## src/hw/rtl/lkvc_pkg.sv

```systemverilog
// Shared types and constants for the LRU key-value cache.
// Used by the cache top level and its port checker; no dependencies.
package lkvc_pkg;

    localparam int KEY_W   = 32;
    localparam int VALUE_W = 32;
    localparam int CAP_W   = 5;

    localparam logic [CAP_W-1:0]   CAP_RESET  = 5'd16;
    localparam logic [VALUE_W-1:0] MISS_VALUE = '1;

    // Bit positions of the result flags in the master-side tuser.
    localparam int FOUND_BIT   = 0;
    localparam int EVICTED_BIT = 1;
    localparam int OUT_USER_W  = 2;

    typedef enum logic
    {
        OP_GET = 1'b0,
        OP_PUT = 1'b1
    } op_t;

    typedef struct packed
    {
        logic [VALUE_W-1:0] write_value;
        logic [KEY_W-1:0]   key;
        op_t                op;
    } request_t;

endpackage

```

## src/hw/rtl/lru_key_value_cache.sv

```systemverilog
// Fully associative key-value cache with least-recently-used replacement.
// Depends on lkvc_pkg for field widths, the request type and flag positions.

// The cache takes one get or put request per clock cycle while the output is not
// stalled and returns one result per request, in order; the request and then its
// result are registered. Every slot compares its key with the request in the same
// cycle, and the recency ranks of all slots are updated in that cycle, so the rate
// is one request per cycle when not stalled, set by that single compare-and-update step.
// Slot contents need no clearing after reset; only valid marks and ranks are cleared.
// The capacity register may be written only while no request is in flight; a
// value of 0 acts as 1 and a value above ENTRIES acts as ENTRIES.
module lru_key_value_cache
    import lkvc_pkg::*;
#(
    parameter int ENTRIES = 16
)
(
    input  logic                clk,
    input  logic                rst_n,

    input  logic                cfg_valid,
    output logic                cfg_ready,
    input  logic [CAP_W-1:0]    cfg_data,        // capacity_in_use

    input  logic                s_axis_tvalid,
    output logic                s_axis_tready,
    input  logic [63:0]         s_axis_tdata,    // key [31:0], write_value [63:32]
    input  logic [0:0]          s_axis_tuser,    // op

    output logic                m_axis_tvalid,
    input  logic                m_axis_tready,
    output logic [VALUE_W-1:0]  m_axis_tdata,    // read_value [31:0]
    output logic [OUT_USER_W-1:0] m_axis_tuser   // found [0], evicted [1]
);

    localparam int IDX_W  = (ENTRIES > 1) ? $clog2(ENTRIES) : 1;
    localparam int RANK_W = IDX_W;
    localparam int CNT_W  = $clog2(ENTRIES + 1);
    localparam int CMP_W  = (CNT_W > CAP_W) ? CNT_W + 1 : CAP_W + 1;

    logic [CAP_W-1:0]   cap_reg;
    logic               in_valid_reg;
    request_t           req_reg;
    logic               out_valid_reg;
    logic               found_reg;
    logic               evicted_reg;
    logic [VALUE_W-1:0] read_value_reg;

    logic               valid_reg [ENTRIES];
    logic [RANK_W-1:0]  rank_reg  [ENTRIES];
    logic [KEY_W-1:0]   key_reg   [ENTRIES];
    logic [VALUE_W-1:0] value_reg [ENTRIES];
    logic [CNT_W-1:0]   filled_reg;

    logic               valid_next [ENTRIES];
    logic [RANK_W-1:0]  rank_next  [ENTRIES];
    logic [KEY_W-1:0]   key_next   [ENTRIES];
    logic [VALUE_W-1:0] value_next [ENTRIES];
    logic [CNT_W-1:0]   filled_next;
    logic               out_valid_next;
    logic               in_valid_next;
    logic               found_next;
    logic               evicted_next;
    logic [VALUE_W-1:0] read_value_next;

    logic               s_accept;
    logic               fire;
    logic               hit_any;
    logic [IDX_W-1:0]   hit_idx;
    logic [IDX_W-1:0]   free_idx;
    logic [IDX_W-1:0]   victim_idx;
    logic [IDX_W-1:0]   target_idx;
    logic [RANK_W-1:0]  victim_rank;
    logic [RANK_W-1:0]  hit_rank;
    logic [CMP_W-1:0]   cap_ext;
    logic [CMP_W-1:0]   eff_cap;
    logic               full;

    assign cfg_ready     = 1'b1;
    assign fire          = in_valid_reg && (!out_valid_reg || m_axis_tready);
    assign s_axis_tready = !in_valid_reg || fire;
    assign s_accept      = s_axis_tvalid && s_axis_tready;

    assign m_axis_tvalid              = out_valid_reg;
    assign m_axis_tdata               = read_value_reg;
    assign m_axis_tuser[FOUND_BIT]    = found_reg;
    assign m_axis_tuser[EVICTED_BIT]  = evicted_reg;

    always_comb
    begin
        cap_ext = CMP_W'(cap_reg);
        if (cap_ext == '0)
        begin
            eff_cap = CMP_W'(1);
        end
        else if (cap_ext > CMP_W'(ENTRIES))
        begin
            eff_cap = CMP_W'(ENTRIES);
        end
        else
        begin
            eff_cap = cap_ext;
        end
        full        = CMP_W'(filled_reg) >= eff_cap;
        victim_rank = RANK_W'(filled_reg - CNT_W'(1));

        hit_any    = 1'b0;
        hit_idx    = '0;
        free_idx   = '0;
        victim_idx = '0;
        for (int i = ENTRIES - 1; i >= 0; i--)
        begin
            if (valid_reg[i] && key_reg[i] == req_reg.key)
            begin
                hit_any = 1'b1;
                hit_idx = IDX_W'(i);
            end
            if (!valid_reg[i])
            begin
                free_idx = IDX_W'(i);
            end
            if (valid_reg[i] && rank_reg[i] == victim_rank)
            begin
                victim_idx = IDX_W'(i);
            end
        end
        hit_rank   = rank_reg[hit_idx];
        target_idx = full ? victim_idx : free_idx;
    end

    always_comb
    begin
        for (int i = 0; i < ENTRIES; i++)
        begin
            valid_next[i] = valid_reg[i];
            rank_next[i]  = rank_reg[i];
            key_next[i]   = key_reg[i];
            value_next[i] = value_reg[i];
        end
        filled_next     = filled_reg;
        found_next      = found_reg;
        evicted_next    = evicted_reg;
        read_value_next = read_value_reg;

        if (fire)
        begin
            found_next      = hit_any;
            evicted_next    = 1'b0;
            read_value_next = '0;
            if (hit_any)
            begin
                if (req_reg.op == OP_GET)
                begin
                    read_value_next = value_reg[hit_idx];
                end
                else
                begin
                    value_next[hit_idx] = req_reg.write_value;
                end
                for (int i = 0; i < ENTRIES; i++)
                begin
                    if (IDX_W'(i) == hit_idx)
                    begin
                        rank_next[i] = '0;
                    end
                    else if (valid_reg[i] && rank_reg[i] < hit_rank)
                    begin
                        rank_next[i] = rank_reg[i] + RANK_W'(1);
                    end
                end
            end
            else if (req_reg.op == OP_GET)
            begin
                read_value_next = MISS_VALUE;
            end
            else
            begin
                evicted_next = full;
                if (!full)
                begin
                    filled_next = filled_reg + CNT_W'(1);
                end
                for (int i = 0; i < ENTRIES; i++)
                begin
                    if (IDX_W'(i) == target_idx)
                    begin
                        valid_next[i] = 1'b1;
                        key_next[i]   = req_reg.key;
                        value_next[i] = req_reg.write_value;
                        rank_next[i]  = '0;
                    end
                    else if (valid_reg[i])
                    begin
                        rank_next[i] = rank_reg[i] + RANK_W'(1);
                    end
                end
            end
        end

        out_valid_next = fire || (out_valid_reg && !m_axis_tready);
        in_valid_next  = s_accept || (in_valid_reg && !fire);
    end

    always_ff @(posedge clk or negedge rst_n)
    begin
        if (!rst_n)
        begin
            cap_reg       <= CAP_RESET;
            in_valid_reg  <= 1'b0;
            out_valid_reg <= 1'b0;
            filled_reg    <= '0;
            for (int i = 0; i < ENTRIES; i++)
            begin
                valid_reg[i] <= 1'b0;
                rank_reg[i]  <= '0;
            end
        end
        else
        begin
            if (cfg_valid && cfg_ready)
            begin
                cap_reg <= cfg_data;
            end
            in_valid_reg  <= in_valid_next;
            out_valid_reg <= out_valid_next;
            filled_reg    <= filled_next;
            for (int i = 0; i < ENTRIES; i++)
            begin
                valid_reg[i] <= valid_next[i];
                rank_reg[i]  <= rank_next[i];
            end
        end
    end

    always_ff @(posedge clk)
    begin
        if (s_accept)
        begin
            req_reg.op          <= op_t'(s_axis_tuser[0]);
            req_reg.key         <= s_axis_tdata[KEY_W-1:0];
            req_reg.write_value <= s_axis_tdata[KEY_W +: VALUE_W];
        end
        found_reg      <= found_next;
        evicted_reg    <= evicted_next;
        read_value_reg <= read_value_next;
        for (int i = 0; i < ENTRIES; i++)
        begin
            key_reg[i]   <= key_next[i];
            value_reg[i] <= value_next[i];
        end
    end

endmodule

```

## config.mk

```make
export PLATFORM = sky130hd
export DESIGN_NAME = lru_key_value_cache
export DESIGN_NICKNAME = d
export VERILOG_FILES = /design/src/hw/rtl/lkvc_pkg.sv /design/src/hw/rtl/lru_key_value_cache.sv
export SDC_FILE = /design/constraint.sdc
export NUM_CORES = 2
export LEC_CHECK = 0
export ABC_CLOCK_PERIOD_IN_PS = 9700
export CAP_MARGIN = 20
export CORE_MARGIN = 3
export CORE_UTILIZATION = 30
export CTS_CLUSTER_DIAMETER = 30
export DETAILED_ROUTE_END_ITERATION = 10
export DONT_BUFFER_PORTS = 1
export PLACE_DENSITY = 0.54
export SLEW_MARGIN = 5
export SYNTH_ARGS = -nofsm -noshare
export SYNTH_HDL_FRONTEND = slang
export SYNTH_SLANG_ARGS = --single-unit
```

## constraint.sdc

```tcl
create_clock -name clk -period 9.7 [get_ports clk]
set_clock_uncertainty 0.1 [all_clocks]
set_input_delay 0.485 -clock clk [delete_from_list [all_inputs] [get_ports clk]]
set_output_delay 0.485 -clock clk [all_outputs]
set_load 0.05 [all_outputs]
```

==> metrics.txt <==
status=complete, no violations; cell with the most instances after synthesis=edfxtp_1; Worst VDD drop=0.2073 mV; Synth top area share=0.5714; Die Y=449.5 µm; final antenna-violating net count=0; Max clock buf depth=4; max incr delay on CP=0.71 ns; Critical Path Stages=18; Worst slew margin=0.2474; EDFF count, synth=1123; dominant cells by area after synthesis=edfxtp_1 57%, xor2_1 5.4%, nor2b_1 3.9%, dfrtp_1 3.9%, xnor2_1 3.0%; footprint of the multi-input gates=0.02204 mm²; H-tree depth=5; worst r2r src=req_reg[28]; clock slew at reported path FFs=0.04 ns; Final setup viols=0; Rows=162; grt peak-use layer=met2; pins over their slew limit=0; met1 GRT Util=0.2410; Fmax achieved=133.3 MHz; routability cong.=0.8780; clock share of power=0.485; ys flop type=edfxtp_1; DRC viols=0; #FFs+latches synth=1215; Chip Width=449.5 µm; RSZ-0062 raised after global routing=no; Power Density=280.8 mW/mm²; sequential share of power=0.339; Layout Nets=5022; Synth top cells by count=1123 x edfxtp_1, 370 x nor2b_1, 365 x xor2_1, 249 x nand2_1, 207 x o21ai_0; clock latency at the later pin of the worst-skew pair=0.93 ns; Starting Density=0.3023; core area=0.1952 mm²; Seq. cell area=0.03603 mm²; sequence of cells on the critical path=buf_4 -> xor2_1 -> nor4_1 -> nand4b_1 -> nor4_1 -> nand2_1 -> a31oi_1 -> o31a_2 -> buf_4 -> mux2i_1 -> a21oi_1 -> o221ai_2 -> buf_4 -> ha_1 -> a2111oi_0 -> nand2b_1 -> a21oi_1 -> mux2_2; Num Clock Sinks=1215; Crit path buffers/inverters=3; vias in the first global route=39720; Required @ worst endpoint=10.34 ns; first-pass GRT wire length=273100 µm; CP most frequent cell=buf_4; cell taking the most area after synthesis=edfxtp_1; Layout Area Growth over Synthesis=24.77%; number of cells on the worst reg-to-reg path=18; Fillers=18520; Mean Syn Cell Area=12.80 µm²; CTS tree=done; P_leak=26.28 nW; Worst Setup End Kind=register; post-CTS setup buffer count=0; grt met2 use=0.2938; DR WL/cell=24.26 µm; worst slew pin tran=1.125 ns; setup_tns=0 ns; HP Start=m_axis_tready; cell family with most CP delay=compound AO/OA/AOI/OAI gates; Switching Share=0.2879; layout cell share with drive strength beyond 1=0.1674; largest net degree at the start of global routing=93; GRT met3 Usage=0.03599; RR Endpoint=rank_reg[40]; Ys Warns=0; ys async rst share=0.07572; power share of the combinational group=0.176; crit path kind=register to register; NetSw=0.005952 W; Cell Int Power=0.01472 W; Final Hold Vio Count=0; min-delay worst type=primary input to register; Arr. time, crit path=8.14 ns; post-synthesis sequential area ratio=0.6104; Post-Syn Instances=4611; worst hold stages=2; R2R Setup Slk=2.20 ns; port bufs=0; initial antenna violation count=13; Critical Path Slowest Stage Cell=o31a_2; grt total ovfl=0; Iteration-0 DRC Markers=3722; DR vias=39390; Syn Nets=4757; crit start category=register; final WL=187700 µm; DP HPWL=110300 µm; cell area after layout=0.07363 mm²; min Tclk post-route=7.500 ns; total CTS buffers=312; first-pass iteration count of the detailed router=6; area post-placement=0.06264 mm²; Yosys cell types=86; Mapped Area=0.05902 mm²; root buffer selected by CTS=clkbuf_16; Min-Delay Endpoint=in_valid_reg; via density per instance=5.092; I/O pin cnt=112; CP max FO=38; Tcrit/Tclk final=0.7732; gr usage total=0.1812; launch point of the worst path=req_reg[28]; Max-cap violations=0; Die Area=0.2021 mm²
-- power by group through the flow --
stage | Clock (W) | Sequential [W] | Combinational, W
2_1_floorplan | 0 | 0.00685 | 0.00248
3_3_place_gp | 0 | 0.00707 | 0.00350
3_5_place_dp | 0 | 0.00708 | 0.00355
4_1_cts | 0.0102 | 0.00700 | 0.00361
5_1_grt | 0.0105 | 0.00707 | 0.00396
6_report | 0.0100 | 0.00701 | 0.00363
-- kinds of logic (layout without fill, tap and decap cells) --
family                     count (synthesis)  after routing  share of synthesized area
AOI/OAI and AO/OA                        597            597                    0.06539
xor gates and xnor gates                 574            574                    0.08741
and+or+nand+nor                         1544           1544                     0.1465
adders and majority gates                 71             71                    0.01505
muxes                                    292            292                    0.05264
DFF                                     1215           1215                     0.6104
buffers and inverters                    317            813                    0.02249
other                                      1              6                 0.00006354
-- placed cells by master, fill, tap and decap left out, types with 137 or more instances in the layout --
master / n
mux2_2: 147
nor4_1: 155
xor2_1: 364
nor2b_1: 366
edfxtp_1: 1123
nor2_1: 148
buf_4: 137
mux2i_1: 145
xnor2_1: 199
and2_1: 178
o21ai_0: 205
clkbuf_16: 316
nand2_1: 249
-- cell type report --
class                   count  share of cell area
clock inverters           187             0.02840
clock buffers             358              0.1102
repair buffers            217             0.02535
flip-flops and latches   1215              0.4893
multi-input cells        3079              0.2994
inverters                  51            0.002600
well taps                2624             0.04459
diodes                      5           0.0001699
-- worst register-to-register path: stages (launching register included) --
cell and delay, ns:
edfxtp_1 0.69, buf_4 0.51, xor2_1 0.16, nor4_1 0.30, nand4b_1 0.12, nor4_1 0.66, nand2_1 0.16, a31oi_1 0.42
o31a_2 0.71, buf_4 0.68, mux2i_1 0.29, a21oi_1 0.10, o221ai_2 0.62, buf_4 0.35, ha_1 0.27, a2111oi_0 0.42
nand2b_1 0.14, a21oi_1 0.29, mux2_2 0.37
-- per-stage QoR --
step                      power, W  instances  hold WS, ns  worst slack (ns)  utilization
after global placement     0.01057       7109       0.1061             2.466       0.3209
after CTS                  0.02080       7731      0.03288             2.401       0.3772
after global routing       0.02152       7733      0.08493             1.827       0.3772
after detailed placement   0.01064       7111       0.1059             2.432       0.3209
after floorplan           0.009327       4611      0.08941             2.209            -
final                      0.02067       7736      0.09893             2.200       0.3772
-- worst max-delay path by stage --
stage / endpoint / slack, ns
floorplan: key_reg[0][192] / 2.21
global placement: rank_reg[24] / 2.47
detailed placement: rank_reg[56] / 2.43
CTS: rank_reg[40] / 2.40
global route: rank_reg[24] / 1.83
finish: rank_reg[40] / 2.20
-- per-layer routing --
metal  up-vias  part of all wire
met5         -          0.000059
met1     19860              0.43
met3       383             0.067
met2      1487              0.47
li1      17660                 -
met4         2             0.029
-- what timing repair did --
item	in CTS	in global routing
gates resized for setup	0	0
endpoints found under the hold margin	166	0
hold buffers	75	0
Note: power is estimated with default switching activity, not from simulation.
